`config.mk`:
```
export PLATFORM = sky130hd
export DESIGN_NAME = tcp_ip_checksum_engine
export DESIGN_NICKNAME = d
export VERILOG_FILES = /design/src/sv/tcpcs_pkg.sv /design/src/sv/tcp_ip_checksum_engine.sv
export VERILOG_INCLUDE_DIRS = /design/src /design/src/sv
export SDC_FILE = /design/constraint.sdc
export NUM_CORES = 2
export LEC_CHECK = 0
export ABC_CLOCK_PERIOD_IN_PS = 17200
export BUFFER_PORTS_ARGS = -buffer_cell sky130_fd_sc_hd__buf_2
export CAP_MARGIN = 10
export CORE_ASPECT_RATIO = 1.25
export CORE_MARGIN = 4
export CORE_UTILIZATION = 54
export DETAILED_ROUTE_END_ITERATION = 7
export HOLD_SLACK_MARGIN = 0.02
export PLACE_DENSITY = 0.79
export SLEW_MARGIN = 20
export SYNTH_ARGS = -nofsm -noshare
export SYNTH_HDL_FRONTEND = slang
export SYNTH_SLANG_ARGS = --single-unit
```
`constraint.sdc`:
```
create_clock -name clk -period 17.2 [get_ports clk]
set_input_delay 2.58 -clock clk [delete_from_list [all_inputs] [get_ports clk]]
set_output_delay 2.58 -clock clk [all_outputs]
set_load 0.02 [all_outputs]
```
`src/sv/tcp_ip_checksum_engine_assert.svh`:
```
// ---------------------------------------------------------------------------
// Assertion macros for the checksum engine
// Clocked on clk and disabled while rst is high; empty when SYNTH is defined.
// ---------------------------------------------------------------------------
`ifndef TCP_IP_CHECKSUM_ENGINE_ASSERT_SVH
`define TCP_IP_CHECKSUM_ENGINE_ASSERT_SVH

`ifndef SYNTH

// same-cycle implication
`define TCE_ASSERT_IMP(name, ante, cons) \
  name: assert property (@(posedge clk) disable iff (rst) (ante) |-> (cons)) \
    else $error("checksum engine assertion failed");

// next-cycle implication
`define TCE_ASSERT_NXT(name, ante, cons) \
  name: assert property (@(posedge clk) disable iff (rst) (ante) |=> (cons)) \
    else $error("checksum engine assertion failed");

`else

`define TCE_ASSERT_IMP(name, ante, cons)
`define TCE_ASSERT_NXT(name, ante, cons)

`endif

`endif

```
`src/sv/tcpcs_pkg.sv`:
```
// ---------------------------------------------------------------------------
// tcpcs_pkg
// Constants, register indexes and ones' complement helpers for the engine.
// ---------------------------------------------------------------------------
`default_nettype none

package tcpcs_pkg;

  localparam logic [15:0] MAX_BLOCK_BYTES = 16'd65535;
  localparam logic [7:0]  PROTO_TCP       = 8'h06;

  localparam logic [1:0] MODE_PLAIN = 2'd0;
  localparam logic [1:0] MODE_TCP4  = 2'd1;
  localparam logic [1:0] MODE_TCP6  = 2'd2;

  localparam logic [2:0] REG_MODE      = 3'd0;
  localparam logic [2:0] REG_SRC_HIGH  = 3'd1;
  localparam logic [2:0] REG_SRC_LOW   = 3'd2;
  localparam logic [2:0] REG_DST_HIGH  = 3'd3;
  localparam logic [2:0] REG_DST_LOW   = 3'd4;
  localparam logic [2:0] REG_PROTOCOL  = 3'd5;

  // 16-bit add with end-around carry
  function automatic logic [15:0] oc_add(input logic [15:0] a, input logic [15:0] b);
    logic [16:0] s;
    s = {1'b0, a} + {1'b0, b};
    return s[15:0] + {15'd0, s[16]};
  endfunction

  // fold a 21-bit raw word sum down to 16 bits
  function automatic logic [15:0] fold21(input logic [20:0] x);
    logic [16:0] f;
    f = {1'b0, x[15:0]} + {12'd0, x[20:16]};
    return f[15:0] + {15'd0, f[16]};
  endfunction

endpackage

`default_nettype wire

```
`src/sv/tcp_ip_checksum_engine.sv`:
```
// ---------------------------------------------------------------------------
// tcp_ip_checksum_engine
// Streaming RFC 1071 checksum with optional TCP pseudo-header (IPv4/IPv6).
// ---------------------------------------------------------------------------
// Takes one byte per cycle on the slave stream; tlast ends a block. A result
// leaves the master stream after the last byte is taken, through
// a two-stage finish pipeline and an output register; the whole pipeline
// holds while a result waits, so input ready drops only then. The
// pseudo-header part of the sum is kept in registers (cfg_src_raw,
// cfg_dst_raw, then cfg_fold) that follow the configuration registers.
// Bytes past 65535 are dropped and flagged as length overflow.
`default_nettype none

module tcp_ip_checksum_engine (
  input  wire logic        clk,
  input  wire logic        rst,
  input  wire logic        s_tvalid,
  output logic             s_tready,
  input  wire logic [7:0]  s_tdata,   // [7:0] data_byte
  input  wire logic        s_tlast,   // last_byte
  output logic             m_tvalid,
  input  wire logic        m_tready,
  output logic [39:0]      m_tdata,   // [15:0] checksum_value, [31:16] byte_total,
                                      // [32] length_overflow, [39:33] zero
  input  wire logic        wr_en,
  input  wire logic [2:0]  wr_index,
  input  wire logic [63:0] wr_data
);

  // configuration
  logic [1:0]  checksum_mode;
  logic [63:0] source_addr_high;
  logic [63:0] source_addr_low;
  logic [63:0] dest_addr_high;
  logic [63:0] dest_addr_low;
  logic [7:0]  protocol_number;

  always_ff @(posedge clk) begin
    if (rst) begin
      checksum_mode    <= tcpcs_pkg::MODE_TCP4;
      source_addr_high <= '0;
      source_addr_low  <= '0;
      dest_addr_high   <= '0;
      dest_addr_low    <= '0;
      protocol_number  <= tcpcs_pkg::PROTO_TCP;
    end else if (wr_en) begin
      case (wr_index)
        tcpcs_pkg::REG_MODE:     checksum_mode    <= wr_data[1:0];
        tcpcs_pkg::REG_SRC_HIGH: source_addr_high <= wr_data;
        tcpcs_pkg::REG_SRC_LOW:  source_addr_low  <= wr_data;
        tcpcs_pkg::REG_DST_HIGH: dest_addr_high   <= wr_data;
        tcpcs_pkg::REG_DST_LOW:  dest_addr_low    <= wr_data;
        tcpcs_pkg::REG_PROTOCOL: protocol_number  <= wr_data[7:0];
        default: ;
      endcase
    end
  end

  // pseudo-header sum, split into source and destination halves
  logic        mode_tcp4;
  logic        mode_tcp6;
  logic        mode_len;
  logic [18:0] cfg_src_raw_next;
  logic [19:0] cfg_dst_raw_next;
  logic [18:0] cfg_src_raw;
  logic [19:0] cfg_dst_raw;
  logic [15:0] cfg_fold;

  assign mode_tcp4 = (checksum_mode == tcpcs_pkg::MODE_TCP4);
  assign mode_tcp6 = (checksum_mode == tcpcs_pkg::MODE_TCP6);
  assign mode_len  = mode_tcp4 | mode_tcp6;

  always_comb begin
    cfg_src_raw_next = '0;
    cfg_dst_raw_next = '0;
    if (mode_tcp6) begin
      for (int i = 0; i < 4; i++) begin
        cfg_src_raw_next = cfg_src_raw_next
                         + {3'd0, source_addr_high[16*i +: 16]}
                         + {3'd0, source_addr_low[16*i +: 16]};
        cfg_dst_raw_next = cfg_dst_raw_next
                         + {4'd0, dest_addr_high[16*i +: 16]}
                         + {4'd0, dest_addr_low[16*i +: 16]};
      end
    end else if (mode_tcp4) begin
      cfg_src_raw_next = {3'd0, source_addr_low[31:16]} + {3'd0, source_addr_low[15:0]};
      cfg_dst_raw_next = {4'd0, dest_addr_low[31:16]} + {4'd0, dest_addr_low[15:0]};
    end
    if (mode_len) begin
      cfg_dst_raw_next = cfg_dst_raw_next + {12'd0, protocol_number};
    end
  end

  always_ff @(posedge clk) begin
    cfg_src_raw <= cfg_src_raw_next;
    cfg_dst_raw <= cfg_dst_raw_next;
    cfg_fold    <= tcpcs_pkg::fold21({2'd0, cfg_src_raw} + {1'b0, cfg_dst_raw});
  end

  // handshake: whole pipeline holds while a result waits
  logic en;
  logic s_acc;

  assign en       = !m_tvalid || m_tready;
  assign s_tready = en;
  assign s_acc    = s_tvalid && en;

  // byte accumulation
  logic [15:0] running_sum;
  logic [7:0]  pending_high_byte;
  logic        odd_position;
  logic [15:0] bytes_seen;
  logic        overflow_seen;
  logic        take_byte;
  logic [15:0] bytes_inc;
  logic [15:0] pair_word;
  logic [15:0] fin_word;

  assign take_byte = bytes_seen < tcpcs_pkg::MAX_BLOCK_BYTES;
  assign bytes_inc = bytes_seen + 16'd1;
  assign pair_word = {pending_high_byte, s_tdata};

  // word closing the block, trailing odd byte padded as the high byte
  always_comb begin
    if (take_byte) begin
      fin_word = odd_position ? pair_word : {s_tdata, 8'h00};
    end else begin
      fin_word = odd_position ? {pending_high_byte, 8'h00} : 16'h0000;
    end
  end

  always_ff @(posedge clk) begin
    if (rst) begin
      running_sum       <= '0;
      pending_high_byte <= '0;
      odd_position      <= 1'b0;
      bytes_seen        <= '0;
      overflow_seen     <= 1'b0;
    end else if (s_acc) begin
      if (s_tlast) begin
        running_sum       <= '0;
        pending_high_byte <= '0;
        odd_position      <= 1'b0;
        bytes_seen        <= '0;
        overflow_seen     <= 1'b0;
      end else if (take_byte) begin
        bytes_seen <= bytes_inc;
        if (odd_position) begin
          running_sum       <= tcpcs_pkg::oc_add(running_sum, pair_word);
          pending_high_byte <= '0;
          odd_position      <= 1'b0;
        end else begin
          pending_high_byte <= s_tdata;
          odd_position      <= 1'b1;
        end
      end else begin
        overflow_seen <= 1'b1;
      end
    end
  end

  // finish pipeline
  logic        s1_valid;
  logic [15:0] s1_sum;
  logic [15:0] s1_len;
  logic        s1_ovf;
  logic        s2_valid;
  logic [15:0] s2_sum;
  logic [15:0] s2_len;
  logic        s2_ovf;
  logic [15:0] out_checksum;
  logic [15:0] out_total;
  logic        out_ovf;

  always_ff @(posedge clk) begin
    if (rst) begin
      s1_valid <= 1'b0;
      s2_valid <= 1'b0;
      m_tvalid <= 1'b0;
    end else if (en) begin
      s1_valid <= s_acc && s_tlast;
      s2_valid <= s1_valid;
      m_tvalid <= s2_valid;
    end
  end

  always_ff @(posedge clk) begin
    if (en) begin
      s1_sum       <= tcpcs_pkg::oc_add(running_sum, fin_word);
      s1_len       <= take_byte ? bytes_inc : bytes_seen;
      s1_ovf       <= overflow_seen | !take_byte;
      s2_sum       <= tcpcs_pkg::oc_add(s1_sum, mode_len ? s1_len : 16'h0000);
      s2_len       <= s1_len;
      s2_ovf       <= s1_ovf;
      out_checksum <= ~tcpcs_pkg::oc_add(s2_sum, cfg_fold);
      out_total    <= s2_len;
      out_ovf      <= s2_ovf;
    end
  end

  assign m_tdata = {7'd0, out_ovf, out_total, out_checksum};

`include "tcp_ip_checksum_engine_assert.svh"

  `TCE_ASSERT_NXT(a_block_clear, s_acc && s_tlast, bytes_seen == 16'd0 && !odd_position)
  `TCE_ASSERT_IMP(a_ovf_at_max, overflow_seen, bytes_seen == tcpcs_pkg::MAX_BLOCK_BYTES)
  `TCE_ASSERT_IMP(a_out_ovf_len, m_tvalid && out_ovf, out_total == tcpcs_pkg::MAX_BLOCK_BYTES)
  `TCE_ASSERT_NXT(a_stall_hold, s2_valid && !en, s2_valid && m_tvalid)

endmodule

`default_nettype wire
```
==> out/qor.csv <==
metric,value,unit
Pint,0.00203,W
"commonest non-fill, non-tap cell in the layout",nand2_1,
max_slew headroom,0.373,
"Distinct cells, synth",80,
cells after synthesis,3295,
Area Growth Syn to Fin,10.2,%
Reg power frac,0.433,
compound-cell area share of the yosys netlist,0.145,
crit-path max FO,4,
Rows,94,
reg2reg start,cfg_src_raw[0]$_DFF_P_,
H-Tree Depth,2,
post-synthesis mux area share,0.00185,
clock power share,0.423,
Core Footprint,0.0529,mm^2
drt first pass iters,7,
Remaining DRCs,0,
number of I/O pins,123,
endpoint kind of the worst setup timing path,register,
asr flop ratio synth,0,
Worst-Margin Slew,0.941,ns
reg2reg end,cfg_fold[14]$_DFF_P_,
initial antenna violation count,9,
Tmin final,6.06,ns
TritonCTS clock tree,built,
main combinational cell family by area after synthesis,adder cells,
Synth Register Bits,465,
Comb power frac,0.144,
Final period util,0.352,
clock latency at the later pin of the worst-skew pair,0.59,ns
Routed wire per std cell,17.6,um
die area,0.0576,mm^2
top_reg_cell synth,dfxtp_1,
total vias in the final route,22900,
Synth Area per Inst,8.82,um^2
total gr overflow,0,
Clock Pin Slew Worst Setup and Hold Paths,0.07,ns
status,completed,
Initial Util,0.549,
Adder-Cell Fraction of Synth Area,0.214,
DRT iter0 DRCs,1495,
design area,0.0320,mm^2
CTS buffer count,49,
RSZ-0062 raised after global routing,false,
post-cts gate resize count,0,
Net Sw Frac,0.266,
synthesized cell area,0.0291,mm^2
Slew Limit Fails,0,
sum of routed wire length over all layers,71.7,mm
R2R Setup Slk,11.14,ns
HP Start,s2_len[11]$_DFFE_PN_,
via/cell ratio,5.60,
share of cells above drive strength 1,0.0764,
Max Root-Sink Buffers,3,
"commonest non-fill, non-tap cells in the layout","nand2_1 (622), inv_1 (374), a21oi_1 (366), dfxtp_1 (366), fa_1 (199)",
YS warnings,0,
ANT nets after route,0,
number of fill cells,4430,
CTS Root Cell,clkbuf_16,
CP Class,register to register,
Max Clock Freq,0.165,GHz
vias in the first global route,23300,
crit path to,cfg_fold[14]$_DFF_P_,
clk_skew,0.0191,ns
Die Y,267,um
LEAKAGE,13.7,nW
Placer Congestion,0.889,
Hold Path Class,register to register,
post-synthesis sequential area ratio,0.354,
Post-CTS Hold Buffers,0,
Final setup viols,0,
largest net degree at the start of global routing,91,
FF-to-FF path depth,27,
Worst Setup SP,cfg_src_raw[0]$_DFF_P_,
post-synthesis xor/xnor area fraction,0.0625,
max-cap violations,0,
setup_tns,0,ns
PortBufs,115,
pwr dens,86.2,mW/mm^2
Final Hold Fails,0,
nets@finish,3823,
Total Routing Usage GR,0.248,
Placed Instance Area,0.0302,mm^2
first-pass GRT wire length,117,mm
Post-DP HPWL,52.1,mm
Post-synth EDFFs,99,
Critical Path AT,6.52,ns
CP Launch Type,register,
post-CTS setup buffer count,0,
P_sw,0.000733,W
WP data required,17.66,ns
simple-gate share of the synthesized area,0.157,
Num Clock Sinks,465,
Peak supply drop,0.0875,mV
Die W,216,um
[registers in the layout, summed over array words and instances (netlist names), 19 cells and up]
signal / count
cfg_src_raw: 19
dest_addr_low: 64
source_addr_low: 64
dest_addr_high: 64
source_addr_high: 64
cfg_dst_raw: 20
[kinds of logic after synthesis]
kind of cell | count (synthesis)
AND/OR/NAND/NOR | 1037
AO/OA/AOI/OAI | 703
buffers and inverters | 499
flip-flops | 465
adder cells (fa/ha/maj) | 379
XOR/XNOR | 206
multiplexers | 5
other | 1
[critical path, cell delays in order (launching register included)]
cell      delay, ns
dfxtp_1        0.30
ha_1           0.23
fa_1           0.44
a211o_1        0.32
a211o_1        0.28
a41oi_1        0.25
a21oi_1        0.14
a311oi_2       0.35
o21ai_0        0.14
a21oi_1        0.16
nor2_1         0.07
nor3_1         0.14
nor2_1         0.07
ha_1           0.34
a21o_1         0.13
a21o_1         0.14
a21oi_1        0.13
nor3b_2        0.25
nand3_1        0.19
nor4_1         0.38
ha_1           0.24
ha_1           0.18
and3_1         0.18
and3_1         0.19
o21ai_0        0.17
nor4_1         0.20
o211ai_1       0.14
xor2_1         0.17
[worst min path at each step]
stage / end / slack, ns / cells after the start
3_5_place_dp: out_total[3]$_DFFE_PN_ / 0.41 / 0
4_1_cts: out_total[11]$_DFFE_PN_ / 0.42 / 0
6_report: out_total[11]$_DFFE_PN_ / 0.42 / 0
2_1_floorplan: out_ovf$_DFFE_PN_ / 0.40 / 0
3_3_place_gp: out_total[13]$_DFFE_PN_ / 0.40 / 0
5_1_grt: out_total[11]$_DFFE_PN_ / 0.42 / 0
[per-stage QoR]
step,setup slack [ns],hold WS [ns],instances,power (W),util
detailed placement,10.68,0.406,3985,0.00161,0.571
global route,10.62,0.423,4081,0.00287,0.605
CTS,11.15,0.420,4077,0.00278,0.605
global placement,10.76,0.400,3985,0.00160,0.571
finish,11.14,0.416,4082,0.00276,0.605
floorplan,9.90,0.400,3301,0.00150,-
[cells in the mapped netlist, types with 8 or more instances]
cell	count	area [um^2]
nand2_1	623	2340
inv_1	375	1410
a21oi_1	366	1830
dfxtp_1	366	7330
fa_1	199	3980
ha_1	179	2240
nor2_1	131	492
xnor2_1	120	1050
clkbuf_1	111	417
edfxtp_1	99	2970
o21ai_0	87	435
xor2_1	85	744
nand3_1	51	255
nor3_1	49	245
a21o_1	48	360
nor2b_1	37	231
a22oi_1	33	248
and3_1	31	194
o21a_1	23	173
nand4_1	22	138
a211oi_1	20	150
nand2b_1	19	119
o21bai_1	18	135
and2_1	17	106
or3_1	16	100
o22ai_1	14	87.6
o211ai_1	13	97.6
a31oi_1	10	62.6
o31ai_1	9	67.6
or2_2	9	56.3
a22o_1	8	70.1
buf_4	8	60.1
[power by group through the flow]
stage                     registers (W)  clock network [W]  logic (W)
after floorplan                 0.00123                  0   0.000265
after global placement          0.00122                  0   0.000386
after detailed placement        0.00122                  0   0.000393
after CTS                       0.00120            0.00119   0.000398
after global routing            0.00120            0.00123   0.000443
final                           0.00119            0.00117   0.000397
[metal layers]
layer | vias to the layer above | GRT usage | share of wire
met5 | - | 0 | 0.00099
met4 | 8 | 0.110 | 0.047
met3 | 220 | 0.0371 | 0.057
met2 | 702 | 0.442 | 0.50
met1 | 10900 | 0.301 | 0.40
li1 | 11100 | - | -
[final cells by class]
type	count	area [um^2]	share of cell area
diodes	5	12.5	0.000391
clock buffers	63	1420	0.0445
clock inverters	29	375	0.0117
inverters	376	1410	0.0441
multi-input cells	2337	16900	0.528
flip-flops and latches	465	10300	0.322
well taps	672	841	0.0263
repair buffers	135	736	0.0230
Power figures use the tool's default switching activity.
